### src/design/cma_pkg.sv
// Shared types and constants for the centered moving average block.
// Used by every module of the block; depends on nothing else.
package cma_pkg;

    localparam int SAMPLE_W       = 24;
    localparam int HALF_W         = 4;
    localparam int SEEN_W         = 5;
    localparam int DIV_W          = 5;
    localparam int DIV_STEPS      = 7;
    localparam int QUEUE_DEPTH    = 4;
    localparam int QPTR_W         = $clog2(QUEUE_DEPTH);
    localparam int MAX_HALF_DEF   = 15;

    localparam logic [SEEN_W-1:0] SEEN_MAX   = '1;
    localparam logic [HALF_W-1:0] HALF_RESET = 4'd1;

    typedef struct packed {
        logic signed [SAMPLE_W-1:0] sample;
        logic                       emit;
        logic                       tail;
    } t_cmd;

    typedef struct packed {
        logic              clear;
        logic [HALF_W-1:0] half;
    } t_ctl;

endpackage

### src/design/cma_front.sv
// Front end: accepts sample requests, tracks the vector position and expands
// the final sample into flush commands. Depends on cma_pkg.
module cma_front (
    input  logic                                i_clk,
    input  logic                                i_rst_n,
    input  cma_pkg::t_ctl                       i_ctl,
    input  logic                                i_valid,
    output logic                                o_ready,
    input  logic signed [cma_pkg::SAMPLE_W-1:0] i_sample,
    input  logic                                i_last,
    input  logic                                i_full,
    output logic                                o_push,
    output cma_pkg::t_cmd                       o_cmd
);

    logic                         r_flush;
    logic [cma_pkg::SEEN_W-1:0]   r_seen;
    logic [cma_pkg::HALF_W-1:0]   r_fcnt;
    logic                         w_accept;
    logic                         w_fpush;
    logic                         w_emit;
    logic [cma_pkg::SEEN_W-1:0]   w_seen_inc;
    logic [cma_pkg::SEEN_W-1:0]   w_half_ext;
    logic [cma_pkg::HALF_W-1:0]   w_flen;

    assign o_ready    = !r_flush && !i_full;
    assign w_accept   = i_valid && o_ready;
    assign w_fpush    = r_flush && !i_full;
    assign o_push     = w_accept || w_fpush;
    assign w_half_ext = cma_pkg::SEEN_W'(i_ctl.half);
    assign w_seen_inc = (r_seen == cma_pkg::SEEN_MAX) ? r_seen : r_seen + 1'b1;
    assign w_emit     = r_seen >= w_half_ext;
    assign w_flen     = (w_seen_inc < w_half_ext) ? cma_pkg::HALF_W'(w_seen_inc)
                                                  : i_ctl.half;

    always_comb begin
        if (r_flush) begin
            o_cmd.sample = '0;
            o_cmd.emit   = 1'b1;
            o_cmd.tail   = r_fcnt == cma_pkg::HALF_W'(1);
        end else begin
            o_cmd.sample = i_sample;
            o_cmd.emit   = w_emit;
            o_cmd.tail   = 1'b0;
        end
    end

    always_ff @(posedge i_clk) begin
        if (!i_rst_n || i_ctl.clear) begin
            r_flush <= 1'b0;
            r_seen  <= '0;
        end else begin
            if (w_accept) begin
                if (i_last) begin
                    r_flush <= 1'b1;
                    r_seen  <= '0;
                end else begin
                    r_seen  <= w_seen_inc;
                end
            end
            if (w_fpush && r_fcnt == cma_pkg::HALF_W'(1)) begin
                r_flush <= 1'b0;
            end
        end
    end

    always_ff @(posedge i_clk) begin
        if (w_accept && i_last) begin
            r_fcnt <= w_flen;
        end else if (w_fpush) begin
            r_fcnt <= r_fcnt - 1'b1;
        end
    end

endmodule

### src/design/cma_fifo.sv
// Short command queue between the front end and the back end.
// Depends on cma_pkg for the command type and queue depth.
module cma_fifo (
    input  logic          i_clk,
    input  logic          i_rst_n,
    input  logic          i_clear,
    input  logic          i_push,
    input  cma_pkg::t_cmd i_cmd,
    input  logic          i_pop,
    output cma_pkg::t_cmd o_cmd,
    output logic          o_full,
    output logic          o_empty
);

    cma_pkg::t_cmd                r_mem [cma_pkg::QUEUE_DEPTH];
    logic [cma_pkg::QPTR_W-1:0]   r_wp;
    logic [cma_pkg::QPTR_W-1:0]   r_rp;
    logic [cma_pkg::QPTR_W:0]     r_cnt;

    assign o_full  = r_cnt == (cma_pkg::QPTR_W + 1)'(cma_pkg::QUEUE_DEPTH);
    assign o_empty = r_cnt == '0;
    assign o_cmd   = r_mem[r_rp];

    always_ff @(posedge i_clk) begin
        if (!i_rst_n || i_clear) begin
            r_wp  <= '0;
            r_rp  <= '0;
            r_cnt <= '0;
        end else begin
            if (i_push) begin
                r_wp <= r_wp + 1'b1;
            end
            if (i_pop) begin
                r_rp <= r_rp + 1'b1;
            end
            if (i_push && !i_pop) begin
                r_cnt <= r_cnt + 1'b1;
            end else if (i_pop && !i_push) begin
                r_cnt <= r_cnt - 1'b1;
            end
        end
    end

    always_ff @(posedge i_clk) begin
        if (i_push) begin
            r_mem[r_wp] <= i_cmd;
        end
    end

endmodule

### src/design/cma_back.sv
// Back end: sample delay line, running window sum, multi-cycle divider by the
// window size and the output register. Depends on cma_pkg.
module cma_back #(
    parameter int MAX_HALF_WINDOW = cma_pkg::MAX_HALF_DEF
) (
    input  logic                                i_clk,
    input  logic                                i_rst_n,
    input  cma_pkg::t_ctl                       i_ctl,
    input  logic                                i_empty,
    output logic                                o_pop,
    input  cma_pkg::t_cmd                       i_cmd,
    output logic                                o_valid,
    input  logic                                i_ready,
    output logic signed [cma_pkg::SAMPLE_W-1:0] o_smoothed,
    output logic                                o_last_out
);

    localparam int LINE_DEPTH = 2 * MAX_HALF_WINDOW + 1;
    localparam int LIDX_W     = $clog2(LINE_DEPTH);
    localparam int SUM_W      = cma_pkg::SAMPLE_W + $clog2(LINE_DEPTH);
    localparam int MAG_W      = SUM_W - 1;
    localparam int DIV_CYC    = (MAG_W + cma_pkg::DIV_STEPS - 1) / cma_pkg::DIV_STEPS;
    localparam int PAD_W      = DIV_CYC * cma_pkg::DIV_STEPS;
    localparam int CNT_W      = $clog2(DIV_CYC + 1);

    localparam logic [1:0] S_IDLE = 2'd0;
    localparam logic [1:0] S_DIV  = 2'd1;
    localparam logic [1:0] S_WB   = 2'd2;

    logic signed [cma_pkg::SAMPLE_W-1:0] r_line [LINE_DEPTH];
    logic signed [SUM_W-1:0]             r_sum;
    logic [1:0]                          r_state;
    logic [CNT_W-1:0]                    r_cnt;
    logic                                r_ov;
    logic signed [cma_pkg::SAMPLE_W-1:0] r_os;
    logic                                r_ol;
    logic [PAD_W-1:0]                    r_quo;
    logic [cma_pkg::DIV_W-1:0]           r_rem;
    logic [cma_pkg::DIV_W-1:0]           r_div;
    logic                                r_neg;
    logic                                r_tail;

    logic [LIDX_W-1:0]                   w_lidx;
    logic signed [cma_pkg::SAMPLE_W-1:0] w_leave;
    logic signed [SUM_W-1:0]             w_sum;
    logic signed [SUM_W-1:0]             w_abs;
    logic [MAG_W-1:0]                    w_mag;
    logic                                w_neg;
    logic [PAD_W-1:0]                    n_quo;
    logic [cma_pkg::DIV_W-1:0]           n_rem;
    logic signed [cma_pkg::SAMPLE_W-1:0] w_q;
    logic                                w_wb;

    assign o_pop      = (r_state == S_IDLE) && !i_empty;
    assign o_valid    = r_ov;
    assign o_smoothed = r_os;
    assign o_last_out = r_ol;

    assign w_lidx  = LIDX_W'({i_ctl.half, 1'b0});
    assign w_leave = r_line[w_lidx];
    assign w_sum   = r_sum + SUM_W'(i_cmd.sample) - SUM_W'(w_leave);
    assign w_neg   = w_sum[SUM_W-1];
    assign w_abs   = w_neg ? -w_sum : w_sum;
    assign w_mag   = w_abs[MAG_W-1:0];
    assign w_q     = r_quo[cma_pkg::SAMPLE_W-1:0];
    assign w_wb    = (r_state == S_WB) && (!r_ov || i_ready);

    always_comb begin
        logic [cma_pkg::DIV_W:0] rem;
        logic [PAD_W-1:0]        q;
        rem = {1'b0, r_rem};
        q   = r_quo;
        for (int k = 0; k < cma_pkg::DIV_STEPS; k++) begin
            rem = {rem[cma_pkg::DIV_W-1:0], q[PAD_W-1]};
            q   = {q[PAD_W-2:0], 1'b0};
            if (rem >= {1'b0, r_div}) begin
                rem  = rem - {1'b0, r_div};
                q[0] = 1'b1;
            end
        end
        n_quo = q;
        n_rem = rem[cma_pkg::DIV_W-1:0];
    end

    always_ff @(posedge i_clk) begin
        if (!i_rst_n || i_ctl.clear) begin
            for (int j = 0; j < LINE_DEPTH; j++) begin
                r_line[j] <= '0;
            end
            r_sum   <= '0;
            r_state <= S_IDLE;
            r_cnt   <= '0;
            r_ov    <= 1'b0;
        end else begin
            if (w_wb) begin
                r_ov <= 1'b1;
            end else if (i_ready) begin
                r_ov <= 1'b0;
            end
            unique case (r_state)
                S_IDLE: begin
                    if (o_pop) begin
                        if (i_cmd.tail) begin
                            for (int j = 0; j < LINE_DEPTH; j++) begin
                                r_line[j] <= '0;
                            end
                            r_sum <= '0;
                        end else begin
                            r_line[0] <= i_cmd.sample;
                            for (int j = 1; j < LINE_DEPTH; j++) begin
                                r_line[j] <= r_line[j-1];
                            end
                            r_sum <= w_sum;
                        end
                        if (i_cmd.emit) begin
                            r_cnt   <= '0;
                            r_state <= S_DIV;
                        end
                    end
                end
                S_DIV: begin
                    if (r_cnt == CNT_W'(DIV_CYC - 1)) begin
                        r_state <= S_WB;
                    end else begin
                        r_cnt <= r_cnt + 1'b1;
                    end
                end
                S_WB: begin
                    if (w_wb) begin
                        r_state <= S_IDLE;
                    end
                end
                default: begin
                    r_state <= S_IDLE;
                end
            endcase
        end
    end

    always_ff @(posedge i_clk) begin
        if (o_pop && i_cmd.emit) begin
            r_quo  <= PAD_W'(w_mag);
            r_rem  <= '0;
            r_div  <= {i_ctl.half, 1'b1};
            r_neg  <= w_neg;
            r_tail <= i_cmd.tail;
        end else if (r_state == S_DIV) begin
            r_quo <= n_quo;
            r_rem <= n_rem;
        end
        if (w_wb) begin
            r_os <= r_neg ? -w_q : w_q;
            r_ol <= r_tail;
        end
    end

endmodule

### src/design/centered_moving_average.sv
// Top level of the centered moving average block: configuration register,
// front end, command queue and back end. Depends on cma_pkg and all cma_ modules.
//
// Zero-padded centered box filter over vectors of signed 24-bit samples, window
// 2h+1 with h written through the configuration port (0 reads as 1); a write
// clears any vector in progress. Output i appears once sample i+h is in, and
// the sample marked last flushes the remaining h outputs (fewer for short
// vectors), the final one flagged by o_last_out. The front end takes a sample
// whenever the queue has room and no flush is in progress. The back end pops a
// sample that yields no output and stays idle. For each output it runs the load,
// the seven-bit-per-cycle divider by 2h+1 and the write to the output register,
// which waits while o_valid is held unaccepted, before it pops the next sample.
module centered_moving_average #(
    parameter int MAX_HALF_WINDOW = cma_pkg::MAX_HALF_DEF
) (
    input  logic                                i_clk,
    input  logic                                i_rst_n,
    input  logic                                i_cfg_we,
    input  logic [cma_pkg::HALF_W-1:0]          i_cfg_data,
    input  logic                                i_valid,
    output logic                                o_ready,
    input  logic signed [cma_pkg::SAMPLE_W-1:0] i_sample,
    input  logic                                i_last,
    output logic                                o_valid,
    input  logic                                i_ready,
    output logic signed [cma_pkg::SAMPLE_W-1:0] o_smoothed,
    output logic                                o_last_out
);

    logic [cma_pkg::HALF_W-1:0] r_half;
    cma_pkg::t_ctl              w_ctl;
    cma_pkg::t_cmd              w_push_cmd;
    cma_pkg::t_cmd              w_pop_cmd;
    logic                       w_push;
    logic                       w_pop;
    logic                       w_full;
    logic                       w_empty;

    always_ff @(posedge i_clk) begin
        if (!i_rst_n) begin
            r_half <= cma_pkg::HALF_RESET;
        end else if (i_cfg_we) begin
            r_half <= i_cfg_data;
        end
    end

    always_comb begin
        w_ctl.clear = i_cfg_we;
        if (r_half == '0) begin
            w_ctl.half = cma_pkg::HALF_W'(1);
        end else if (int'(r_half) > MAX_HALF_WINDOW) begin
            w_ctl.half = cma_pkg::HALF_W'(MAX_HALF_WINDOW);
        end else begin
            w_ctl.half = r_half;
        end
    end

    cma_front u_front (
        .i_clk    (i_clk),
        .i_rst_n  (i_rst_n),
        .i_ctl    (w_ctl),
        .i_valid  (i_valid),
        .o_ready  (o_ready),
        .i_sample (i_sample),
        .i_last   (i_last),
        .i_full   (w_full),
        .o_push   (w_push),
        .o_cmd    (w_push_cmd)
    );

    cma_fifo u_fifo (
        .i_clk   (i_clk),
        .i_rst_n (i_rst_n),
        .i_clear (w_ctl.clear),
        .i_push  (w_push),
        .i_cmd   (w_push_cmd),
        .i_pop   (w_pop),
        .o_cmd   (w_pop_cmd),
        .o_full  (w_full),
        .o_empty (w_empty)
    );

    cma_back #(
        .MAX_HALF_WINDOW (MAX_HALF_WINDOW)
    ) u_back (
        .i_clk      (i_clk),
        .i_rst_n    (i_rst_n),
        .i_ctl      (w_ctl),
        .i_empty    (w_empty),
        .o_pop      (w_pop),
        .i_cmd      (w_pop_cmd),
        .o_valid    (o_valid),
        .i_ready    (i_ready),
        .o_smoothed (o_smoothed),
        .o_last_out (o_last_out)
    );

`ifndef SYNTHESIS
    a_no_overflow: assert property (@(posedge i_clk) disable iff (!i_rst_n)
        w_push |-> !w_full)
        else $error("Command queue written while full.");

    a_no_underflow: assert property (@(posedge i_clk) disable iff (!i_rst_n)
        w_pop |-> !w_empty)
        else $error("Command queue read while empty.");

    a_cfg_clears: assert property (@(posedge i_clk) disable iff (!i_rst_n)
        i_cfg_we |=> w_empty && !o_valid)
        else $error("Configuration write left a request pending.");
`endif

endmodule
### config.mk
export PLATFORM = sky130hd
export DESIGN_NAME = centered_moving_average
export DESIGN_NICKNAME = d
export VERILOG_FILES = /design/src/design/cma_pkg.sv /design/src/design/cma_front.sv /design/src/design/cma_fifo.sv /design/src/design/cma_back.sv /design/src/design/centered_moving_average.sv
export SDC_FILE = /design/constraint.sdc
export NUM_CORES = 1
export LEC_CHECK = 0
export BUFFER_PORTS_ARGS = -buffer_cell sky130_fd_sc_hd__buf_4
export CORE_AREA = 2 2 274 276
export DETAILED_ROUTE_END_ITERATION = 10
export DIE_AREA = 0 0 276 278
export GPL_TIMING_DRIVEN = 0
export PLACE_DENSITY = 0.76
export RECOVER_POWER = 25
export SLEW_MARGIN = 10
export SYNTH_ARGS = -nofsm -noshare
export SYNTH_HDL_FRONTEND = slang
export SYNTH_SLANG_ARGS = --single-unit
export TNS_END_PERCENT = 50
### constraint.sdc
create_clock -name i_clk -period 31.4 [get_ports i_clk]
set_input_delay 3.14 -clock i_clk [delete_from_list [all_inputs] [get_ports i_clk]]
set_output_delay 3.14 -clock i_clk [all_outputs]
set_load 0.005 [all_outputs]
* Word-level counts from Yosys, hierarchy flattened *
Memory sizes are Yosys's and may differ from the RTL's. A register that Yosys moved wholly into a read port is not among the register bits.
Index checks and enable logic that the tools add are counted.

storage, ports and cells
  flip-flop bits (word level) = 120
  RAM bits = 848
  bits of input ports = 34
  word-level logic and storage cells = 270
  memories kept = 2

memory list
  memory         depth  bits a word  read ports  clocked after Yosys merged registers in  wr ports  line            source
  u_back.r_line  31     24           31          0                                        31        cma_back.sv:30  logic signed [cma_pkg::SAMPLE_W-1:0] r_line [LINE_DEPTH];
  u_fifo.r_mem   4      26           1           1                                        1         cma_fifo.sv:15  cma_pkg::t_cmd r_mem [cma_pkg::QUEUE_DEPTH];

cells by class
  $add $sub $neg = 18
  $lt $le $gt $ge = 9
  eq/ne operators = 11
  muxes and demuxes = 117
  bitwise logic cells = 62
  reduce and logical (&&, ||, !) cells = 33

operators with widths
  operator             number
  $mux 24              63
  $mux 28              3
  $or 1x1->1           62
  $mux 5               9
  $ge 6x5->1           7
  $sub 5x5->5          7
  $add 29x24->29       1
  $mux 29              1
  $sub 29x24->29       1
  $neg 28->28          1
  $mux 26              1
  $neg 24->24          1
  $mux 1               23
  $mux 4               4
  $mux 3               5
  $mux 2               6
  $logic_and 1x1->1    10
  $reduce_bool 2->1    5
  $ne 2x1->1 const B   4
  $reduce_and 4->1     2
  $logic_not 1->1      7
  $add 3x1->3 const B  2
  $pmux 2 s3           1
  $pmux 3 s2           1
  other kinds (19)     23

* Longest topological paths before layout *
Gate-level depths: netlist of run 1.

  depth in word-level cells = 16
  mapped depth = 61
  mapped depth without buffers = 58

* By module *
From an unflattened synthesis of run 1, not the netlist that was laid out.

second synthesis, totals
  cells, all modules = 3060
  area, all modules = 44016.0 um2

modules (own cells, without submodules)
  module                   instances  cells each  area each (um2)  seq. area each (um2)
  cma_back                 1          2731        38572.0          24673.7
  cma_fifo                 1          181         4232.8           3303.2
  cma_front                1          130         1034.7           240.2
  centered_moving_average  1          18          176.4            80.1

* Worst setup path before layout of run 1 *
OpenSTA, ideal clock, no wires.

  path kind = input to register
  start = in i_cfg_we
  end = mem u_back.r_line[10][0] in the netlist's numbering, enable pin
  setup time = 0.731 ns
  data arrival time = 11.293 ns
  path slack = 19.376 ns
  cell stages on the path = 5
  path buffers = 2
  cells stage by stage = clkbuf_1 > nand2b_1 > clkbuf_1 > nor2_1 > inv_1

RTL lines
  item                line                           source
  start: declaration  centered_moving_average.sv:18  input logic i_cfg_we,
  end: declaration    cma_back.sv:30

* Worst setup path after layout of run 1 *
  start = reg u_back.r_div[1] in the netlist's numbering
  end = reg u_back.r_quo[0] (data pin)

on the way
  cells in the longest elaborated chain, start to end = 16
  elaborated cells between the ends (all ways) = 22

RTL lines
  item                                              line                            source
  start: declaration                                cma_back.sv:39                  logic [cma_pkg::DIV_W-1:0] r_div;
  start signal: assignment                          cma_back.sv:144                 r_div <= {i_ctl.half, 1'b1};
  $sub 5x5->5 / $ge 6x5->1 (equally long branches)  cma_back.sv:77, cma_back.sv:76
  $mux 5                                            cma_back.sv:76                  if (rem >= {1'b0, r_div}) begin
  $sub 5x5->5 / $ge 6x5->1 (equally long branches)  cma_back.sv:77, cma_back.sv:76
  $mux 5                                            cma_back.sv:76
  $sub 5x5->5 / $ge 6x5->1 (equally long branches)  cma_back.sv:77, cma_back.sv:76
  $mux 5                                            cma_back.sv:76
  $sub 5x5->5 / $ge 6x5->1 (equally long branches)  cma_back.sv:77, cma_back.sv:76
  $mux 5                                            cma_back.sv:76
  $ge 6x5->1 / $sub 5x5->5 (equally long branches)  cma_back.sv:76, cma_back.sv:77
  $mux 5                                            cma_back.sv:76
  $sub 5x5->5 / $ge 6x5->1 (equally long branches)  cma_back.sv:77, cma_back.sv:76
  $mux 5                                            cma_back.sv:76
  $ge 6x5->1 *                                      cma_back.sv:76
  $mux 1 *                                          cma_back.sv:76
  $mux 28 *                                         cma_back.sv:147                 end else if (r_state == S_DIV) begin
  $mux 28 *                                         cma_back.sv:141                 if (o_pop && i_cmd.emit) begin
  end signal: assignment                            cma_back.sv:142                 r_quo <= PAD_W'(w_mag);
  end signal: assignment                            cma_back.sv:148                 r_quo <= n_quo;
  end: declaration                                  cma_back.sv:37                  logic [PAD_W-1:0] r_quo;

Every way passes the cells marked *; elsewhere a longest branch is shown, timed or not. The select of a mux whose other input is x is not followed.
A chain may end at the register's enable or synchronous reset.

==> results of run 1 <==
-- registers in the layout, indices dropped and copies added (netlist names), 2 cells and up, named ones only --
name	count
u_front.r_seen	5
u_back.r_quo	28
u_back.o_smoothed	24
u_fifo.r_mem	104
u_back.r_cnt	3
u_front.r_fcnt	4
u_back.r_div	4
u_back.r_line	744
u_back.r_state	2
u_back.r_rem	5
u_fifo.r_rp	2
u_back.r_sum	29
u_fifo.r_wp	2
u_fifo.r_cnt	3
r_half	4
-- cell type report --
type                    count  area [µm²]
fillers                  5116       24700
multi-input cells        1949       14500
repair buffers             64         523
flip-flops and latches    970       28300
well taps                 969        1210
clock buffers             130        2710
plain buffers             167         646
clock inverters            54         613
inverters                 162         623
-- routing by layer --
metal  vias to the layer above  wire length [µm]  global-route usage, %
met5                         -                17                      0
met4                         2              2810                   8.32
met3                       173              6550                   3.49
met2                       950             48100                   42.6
met1                     13100             42300                   36.5
li1                      12000                 -                      -
-- synthesized netlist by cell type, types with 24 or more instances --
cell / count / area share, %
sky130_fd_sc_hd__fa_1: 36 / 1.6
sky130_fd_sc_hd__nor2_1: 90 / 0.77
sky130_fd_sc_hd__xor2_1: 35 / 0.70
sky130_fd_sc_hd__ha_1: 84 / 2.4
sky130_fd_sc_hd__dfxtp_1: 83 / 3.8
sky130_fd_sc_hd__nand3_1: 39 / 0.44
sky130_fd_sc_hd__a22oi_1: 24 / 0.41
sky130_fd_sc_hd__and2_1: 734 / 10
sky130_fd_sc_hd__mux2i_1: 66 / 1.5
sky130_fd_sc_hd__a21oi_1: 97 / 1.1
sky130_fd_sc_hd__xnor2_1: 68 / 1.4
sky130_fd_sc_hd__nand2_1: 176 / 1.5
sky130_fd_sc_hd__inv_1: 156 / 1.3
sky130_fd_sc_hd__o21ai_0: 82 / 0.93
sky130_fd_sc_hd__nor2b_1: 32 / 0.45
sky130_fd_sc_hd__edfxtp_1: 887 / 61
sky130_fd_sc_hd__a21o_1: 28 / 0.48
sky130_fd_sc_hd__clkbuf_1: 148 / 1.3
sky130_fd_sc_hd__mux4_2: 77 / 3.9
-- worst max-delay path: cells and delay by family (launching register included) --
family	cells	cell delay [ps]
AOI/OAI and AO/OA	24	4250
xor gates and xnor gates	4	1030
adders and majority gates	12	3250
buffers and inverters	6	1480
DFF	1	430
muxes	4	1450
and+or+nand+nor	10	1570
-- per-stage QoR --
step                setup slack [ps]  utilization, %
floorplan                      19380               -
global placement               16250            61.9
detailed placement             17690            62.1
CTS                            17580            66.6
global route                   16590            66.5
finish                         17620            66.5
-- worst min-delay path by stage --
stage,end,slack (ps),from,depth (start not counted)
floorplan,u_back.o_last_out,400,u_back.r_tail,0
global placement,u_back.r_line[0][5],440,u_back.r_line[0][5],2
detailed placement,u_back.r_line[0][7],450,u_back.r_line[0][7],2
CTS,u_back.r_line[0][19],460,u_back.r_line[0][19],2
global route,u_back.r_line[0][6],470,u_back.r_line[0][6],2
finish,u_back.r_line[0][6],460,u_back.r_line[0][6],2
-- kinds of logic (layout without fill, tap and decap cells) --
family / Yosys count / after routing / synth area share (%)
simple gates: 1174 / 1174 / 15.1
xor+xnor: 103 / 103 / 2.05
fa+ha+maj: 120 / 120 / 4.02
buf+inv: 329 / 577 / 2.85
compound gates: 395 / 395 / 5.84
mux: 157 / 157 / 5.85
flops: 970 / 970 / 64.3
-- placed cells by master (no fill, tap or decap), drive strengths merged, types with 32 or more instances in the layout --
cell,synthesis,final
a21oi,97,97
and2,735,735
clkbuf,148,335
clkinv,4,41
dfxtp,83,83
edfxtp,887,887
fa,36,36
ha,84,84
inv,158,162
mux2i,68,68
mux4,77,77
nand2,176,176
nand3,39,39
nor2,91,91
nor2b,32,32
o21ai,101,101
xnor2,68,68
xor2,35,35
==> impl_metrics.sql, run 1 <==
INSERT INTO impl_metrics (metric_group, metric, value, unit) VALUES
('critical_path', 'r2r_cells', '60', ''),
('timing', 'worst_pin_slew', '1960', 'ps'),
('die', 'die_x_extent', '276', 'µm'),
('timing', 'headroom_to_the_max_slew_limit', '-31.1', '%'),
('clock_network', 'postCtsSetupBuffers', '0', ''),
('status', 'violations_in_the_final_reports', 'max-capacitance violations, max-slew violations', ''),
('timing', 'final.setup_skew', '21.5', 'ps'),
('synthesis', 'syn-instance-count', '3248', ''),
('critical_path', 'crit_required', '31780', 'ps'),
('global_routing', 'leftover_overflow_at_the_end_of_global_routing', '0', ''),
('synthesis', 'yosys_warnings', '0', ''),
('clock_network', 'cts_tree', 'built', ''),
('synthesis', 'synth-edff-count', '887', ''),
('synthesis', 'yosys_most_used_dff', 'sky130_fd_sc_hd__edfxtp_1', ''),
('routing', 'ant_nets', '0', ''),
('critical_path', 'critPathCapture', 'u_back.r_quo[0]', ''),
('die', 'core', '73800', 'µm²'),
('timing', 'layout_worst_path_cycle_share', '43.9', '%'),
('synthesis', 'yosysSeqAreaShare', '64.3', '%'),
('critical_path', 'crit_path_start', 'u_back.r_div[1]', ''),
('hold_path', 'min_path_type', 'reg -> reg', ''),
('routing', 'postRouteWirelength', '99700', 'µm'),
('layout', 'finalNonFillerCells', '4465', ''),
('global_routing', 'first_pass_grt_wire_length', '152000', 'µm'),
('timing', 'fin_hold_ws', '462', 'ps'),
('synthesis', 'number_of_synthesized_register_bits', '970', ''),
('layout', 'antenna-diode-count', '0', ''),
('global_routing', 'pin_count_of_the_biggest_net_entering_global_routing', '136', ''),
('critical_path', 'max_stage_delay', '580', 'ps'),
('placement', 'place_inst', '4281', ''),
('synthesis', 'cell_area_after_synthesis', '44000', 'µm²'),
('placement', 'detailed_place_hpwl', '71400', 'µm'),
('synthesis', 'synthDistinctLibCells', '76', ''),
('clock_network', 'latest_clock_arrival_within_the_worst_skew_pair', '660', 'ps'),
('placement', 'postPlaceCellArea', '45800', 'µm²'),
('die', 'die-area', '76700', 'µm²'),
('timing', 'final-max-slew-violation-count', '108', ''),
('critical_path', 'worst_setup_path_start_kind', 'flip-flop', ''),
('layout', 'post_route_cells_drive_above_1_share', '8.81', '%'),
('synthesis', 'postSynth.asyncResetShare', '0', '%'),
('timing', 'post-route-min-period', '13780', 'ps'),
('critical_path', 'rr_startpoint', 'u_back.r_div[1]', ''),
('status', 'outcome', 'finished with violations', ''),
('critical_path', 'crit_arrival', '14150', 'ps'),
('die', 'floorplan.initialDensity', '59.6', '%'),
('critical_path', 'ff_to_ff_setup_slack', '17620', 'ps'),
('clock_network', 'quantity_of_hold_fixing_buffers_added_after_cts', '0', ''),
('layout', 'layout_stage_area_growth_over_the_synthesis_result', '11.5', '%'),
('die', 'floorplan.rows', '100', ''),
('placement', 'finalWeightedCongestion', '0.915', ''),
('routing', 'detail_route.vias_per_cell', '5.87', ''),
('synthesis', 'synthesis.nets', '3402', ''),
('global_routing', 'antenna_violations_before_repair', '1', ''),
('layout', 'final_nets', '3566', ''),
('clock_network', 'gates_resized_cts_repair', '0', ''),
('critical_path', 'cp_slowest_cell', 'sky130_fd_sc_hd__mux2i_2', ''),
('critical_path', 'timing.critical_path.to_type', 'flip-flop', ''),
('clock_network', 'tritoncts.num_buffers', '98', ''),
('synthesis', 'syn_avg_cell_area', '13.6', 'µm²'),
('layout', 'post_layout_instance_area', '49100', 'µm²'),
('timing', 'timing.setup.tns', '0', 'ps'),
('placement', 'placement.io_buffers', '59', ''),
('routing', 'routedWlPerCell', '22.3', 'µm'),
('job', 'number_of_max_cap_violations', '4', ''),
('timing', 'clock.fmax', '72.6', 'MHz'),
('critical_path', 'timing.critical_path.mode_cell', 'sky130_fd_sc_hd__ha_1', ''),
('timing', 'rsz0062_at_grt', 'no', ''),
('global_routing', 'first_global_vias', '26100', ''),
('routing', 'detailedRoute.firstPassIterationCount', '5', ''),
('critical_path', 'critical_path.reg2reg.endpoint', 'u_back.r_quo[0]', ''),
('timing', 'timing_hold_violations_final', '0', '');
Power of run 1 is left out: the tool's default activity adds up to more than one toggle a clock period on the data nets, which glitch-free logic cannot reach.
==> run 2: changes to the inputs <==
- CORE_AREA: 2 2 274 276 -> 2 2 281 283
- DIE_AREA: 0 0 276 278 -> 0 0 283 285
- clock period: 31.4 -> 12.24 ns (I/O delays scaled with it)
==> run 2 against run 1 <==
The run still ends with max-capacitance violations, max-slew violations left. Die area increased by 5.1%. Clock skew rose by 45 ps. Count of clock-buffer cells in the layout rose by 5. Worst setup slack worse by 17000 ps. Wire length decreased by 0.92%. Global-route usage fell by 1.6 points. Worst hold slack got worse by 8.7 ps. Sequential share of layout area is 0.53 points lower. Via count about the same. Critical path depth did not move. First-iteration DRC count rose by 6.9%. Largest cell class unchanged.
==> impl_metrics.sql, run 2 (synthesis results as in run 1) <==
INSERT INTO impl_metrics (metric_group, metric, value, unit) VALUES
('status', 'outcome', 'finished with violations', ''),
('status', 'violations_in_the_final_reports', 'max-capacitance violations, max-slew violations', ''),
('critical_path', 'crit_buf_inv', '5', ''),
('timing', 'clock.fmax', '85.5', 'MHz'),
('die', 'floorplan.initialDensity', '56.5', '%'),
('critical_path', 'cp_slowest_cell', 'sky130_fd_sc_hd__edfxtp_1', ''),
('layout', 'max_flop_register', 'u_back.r_line', ''),
('critical_path', 'timing.critical_path.to_type', 'flip-flop', ''),
('timing', 'setup_viol', '0', ''),
('routing', 'vias', '26200', ''),
('critical_path', 'rr_startpoint', 'u_back.r_div[1]', ''),
('timing', 'setup_ws', '538', 'ps'),
('clock_network', 'cts_tree', 'built', ''),
('job', 'number_of_max_cap_violations', '6', ''),
('critical_path', 'critical_path.reg2reg.endpoint', 'u_back.r_quo[0]', ''),
('die', 'die-area', '80700', 'µm²'),
('timing', 'layout_worst_path_cycle_share', '95.6', '%'),
('clock_network', 'tritoncts_num_sinks', '970', ''),
('clock_network', 'cts.path.max_buffers', '3', ''),
('routing', 'drc', '0', ''),
('placement', 'placement.io_buffers', '59', ''),
('global_routing', 'pin_count_of_the_biggest_net_entering_global_routing', '115', ''),
('global_routing', 'first_pass_grt_wire_length', '150000', 'µm'),
('layout', 'post_route_cells_drive_above_1_share', '10.1', '%'),
('critical_path', 'ff_to_ff_setup_slack', '540', 'ps'),
('global_routing', 'antenna_violations_before_repair', '1', ''),
('critical_path', 'crit_path_start', 'u_back.r_div[1]', ''),
('layout', 'mostFrequentLayoutCells', '887 x sky130_fd_sc_hd__edfxtp_1, 729 x sky130_fd_sc_hd__and2_1, 190 x sky130_fd_sc_hd__clkbuf_1', ''),
('routing', 'detail_route.vias_per_cell', '5.75', ''),
('critical_path', 'crit_required', '12590', 'ps'),
('global_routing', 'leftover_overflow_at_the_end_of_global_routing', '0', ''),
('global_routing', 'first_global_vias', '25700', ''),
('layout', 'layout_stage_area_growth_over_the_synthesis_result', '12.5', '%'),
('critical_path', 'critPathCapture', 'u_back.r_quo[0]', ''),
('hold_path', 'hold_path.startpoint', 'u_back.r_line[0][14]', ''),
('critical_path', 'crit_type', 'reg -> reg', ''),
('critical_path', 'worst_setup_path_start_kind', 'flip-flop', ''),
('die', 'floorplan.rows', '103', ''),
('die', 'num_io_pins', '61', ''),
('critical_path', 'crit_arrival', '12050', 'ps'),
('critical_path', 'timing.critical_path.mode_cell', 'sky130_fd_sc_hd__ha_1', ''),
('critical_path', 'worst-path-max-fanout', '9', ''),
('hold_path', 'min_path_type', 'reg -> reg', ''),
('timing', 'final-max-slew-violation-count', '235', ''),
('critical_path', 'cp_top_family', 'compound AO/OA/AOI/OAI gates', ''),
('layout', 'biggestRegsByFlops', 'u_back.r_line (744), u_fifo.r_mem (104), u_back.r_sum (29)', ''),
('critical_path', 'r2r_cells', '60', ''),
('timing', 'headroom_to_the_max_slew_limit', '-113', '%'),
('timing', 'final.setup_skew', '66.4', 'ps'),
('layout', 'final_nets', '3587', ''),
('routing', 'detailedRoute.firstPassIterationCount', '6', ''),
('clock_network', 'latest_clock_arrival_within_the_worst_skew_pair', '680', 'ps'),
('placement', 'preCtsSetupSlack', '-1400', 'ps'),
('clock_network', 'cts.htree.levels', '3', ''),
('clock_network', 'quantity_of_hold_fixing_buffers_added_after_cts', '0', ''),
('layout', 'most_frequent_standard_cell_in_the_layout_excluding_fill_and_tap_cells', 'sky130_fd_sc_hd__edfxtp_1', ''),
('layout', 'utilization_after_layout', '63.5', '%'),
('global_routing', 'grt.total_usage', '24.4', '%'),
('clock_network', 'root_buffer', 'sky130_fd_sc_hd__clkbuf_16', ''),
('clock_network', 'cts.reportedPaths.clkPinSlew', '60', 'ps'),
('die', 'die_x_extent', '283', 'µm'),
('placement', 'detailed_place_hpwl', '70500', 'µm'),
('die', 'core', '78000', 'µm²'),
('critical_path', 'max_stage_delay', '470', 'ps'),
('routing', 'postRouteWirelength', '98800', 'µm'),
('layout', 'number_of_flip_flops_in_the_largest_register', '744', ''),
('layout', 'fillCellCount', '5674', ''),
('routing', 'drt-initial-drc-count', '2838', ''),
('clock_network', 'tritoncts.num_buffers', '98', ''),
('critical_path', 'cp_num_cells', '60', ''),
('timing', 'post-route-min-period', '11700', 'ps'),
('placement', 'finalWeightedCongestion', '0.898', ''),
('routing', 'ant_nets', '0', ''),
('routing', 'routedWlPerCell', '21.6', 'µm'),
('die', 'die_height', '285', 'µm'),
('timing', 'timing_hold_violations_final', '0', ''),
('layout', 'antenna-diode-count', '0', ''),
('timing', 'worst_pin_slew', '3180', 'ps');
## run 2: layout make-up
cell class                 count  area, µm²  share of cell area (%)
multi-input combinational   1949      14700                    29.7
clock inverter                46        536                    1.08
sequential                   970      28300                    57.1
buffer                       167        666                    1.34
tap                         1050       1310                    2.65
timing repair buffer          85        743                    1.50
clock buffer                 135       2630                    5.31
inverter                     162        622                    1.26
## run 2: routing by layer
| layer | wire (µm) | up-vias | GRT usage [%] |
|---|---|---|---|
| met4 | 2980 | 0 | 8.16 |
| met5 | 0 | - | 0 |
| met1 | 41800 | 13100 | 34.5 |
| met3 | 6490 | 166 | 3.22 |
| li1 | - | 12000 | - |
| met2 | 47500 | 921 | 39.6 |
## run 2: how the worst min path moves through the flow
stage	endpoint	slack [ps]	cells past startpoint
2_1_floorplan	u_back.o_last_out	400	0
3_3_place_gp	u_back.r_line[0][5]	440	2
3_5_place_dp	u_back.r_line[0][21]	440	2
5_1_grt	u_back.r_line[0][21]	480	2
4_1_cts	u_back.r_line[0][21]	460	2
6_report	u_back.r_line[0][14]	450	2
## run 2: stage by stage
step           hold WS, ps  instance area, µm²  TNS, ps  std cells
2_1_floorplan          400               44000        0       3248
5_1_grt                475               49500     -247       4564
3_5_place_dp           442               46000    -8130       4364
6_report               453               49500        0       4564
3_3_place_gp           435               45800  -501790       4357
4_1_cts                457               49300        0       4551
## run 2: timing repair
item                                    4_1_cts  5_1_grt
pin swaps                                     2       12
setup buffers                                 6       13
gates resized for setup                      19       31
endpoints found under the setup margin        6        6
## run 2: worst reg2reg max path, delay by kind of cell, from the launching register on
| family | cells | cell delay [ps] |
|---|---|---|
| buf+inv | 5 | 670 |
| simple gates | 10 | 1560 |
| fa+ha+maj | 13 | 3210 |
| mux | 2 | 300 |
| compound gates | 24 | 4100 |
| xor+xnor | 6 | 1050 |
| flops | 1 | 470 |
Power of run 2 is left out for the same reason.
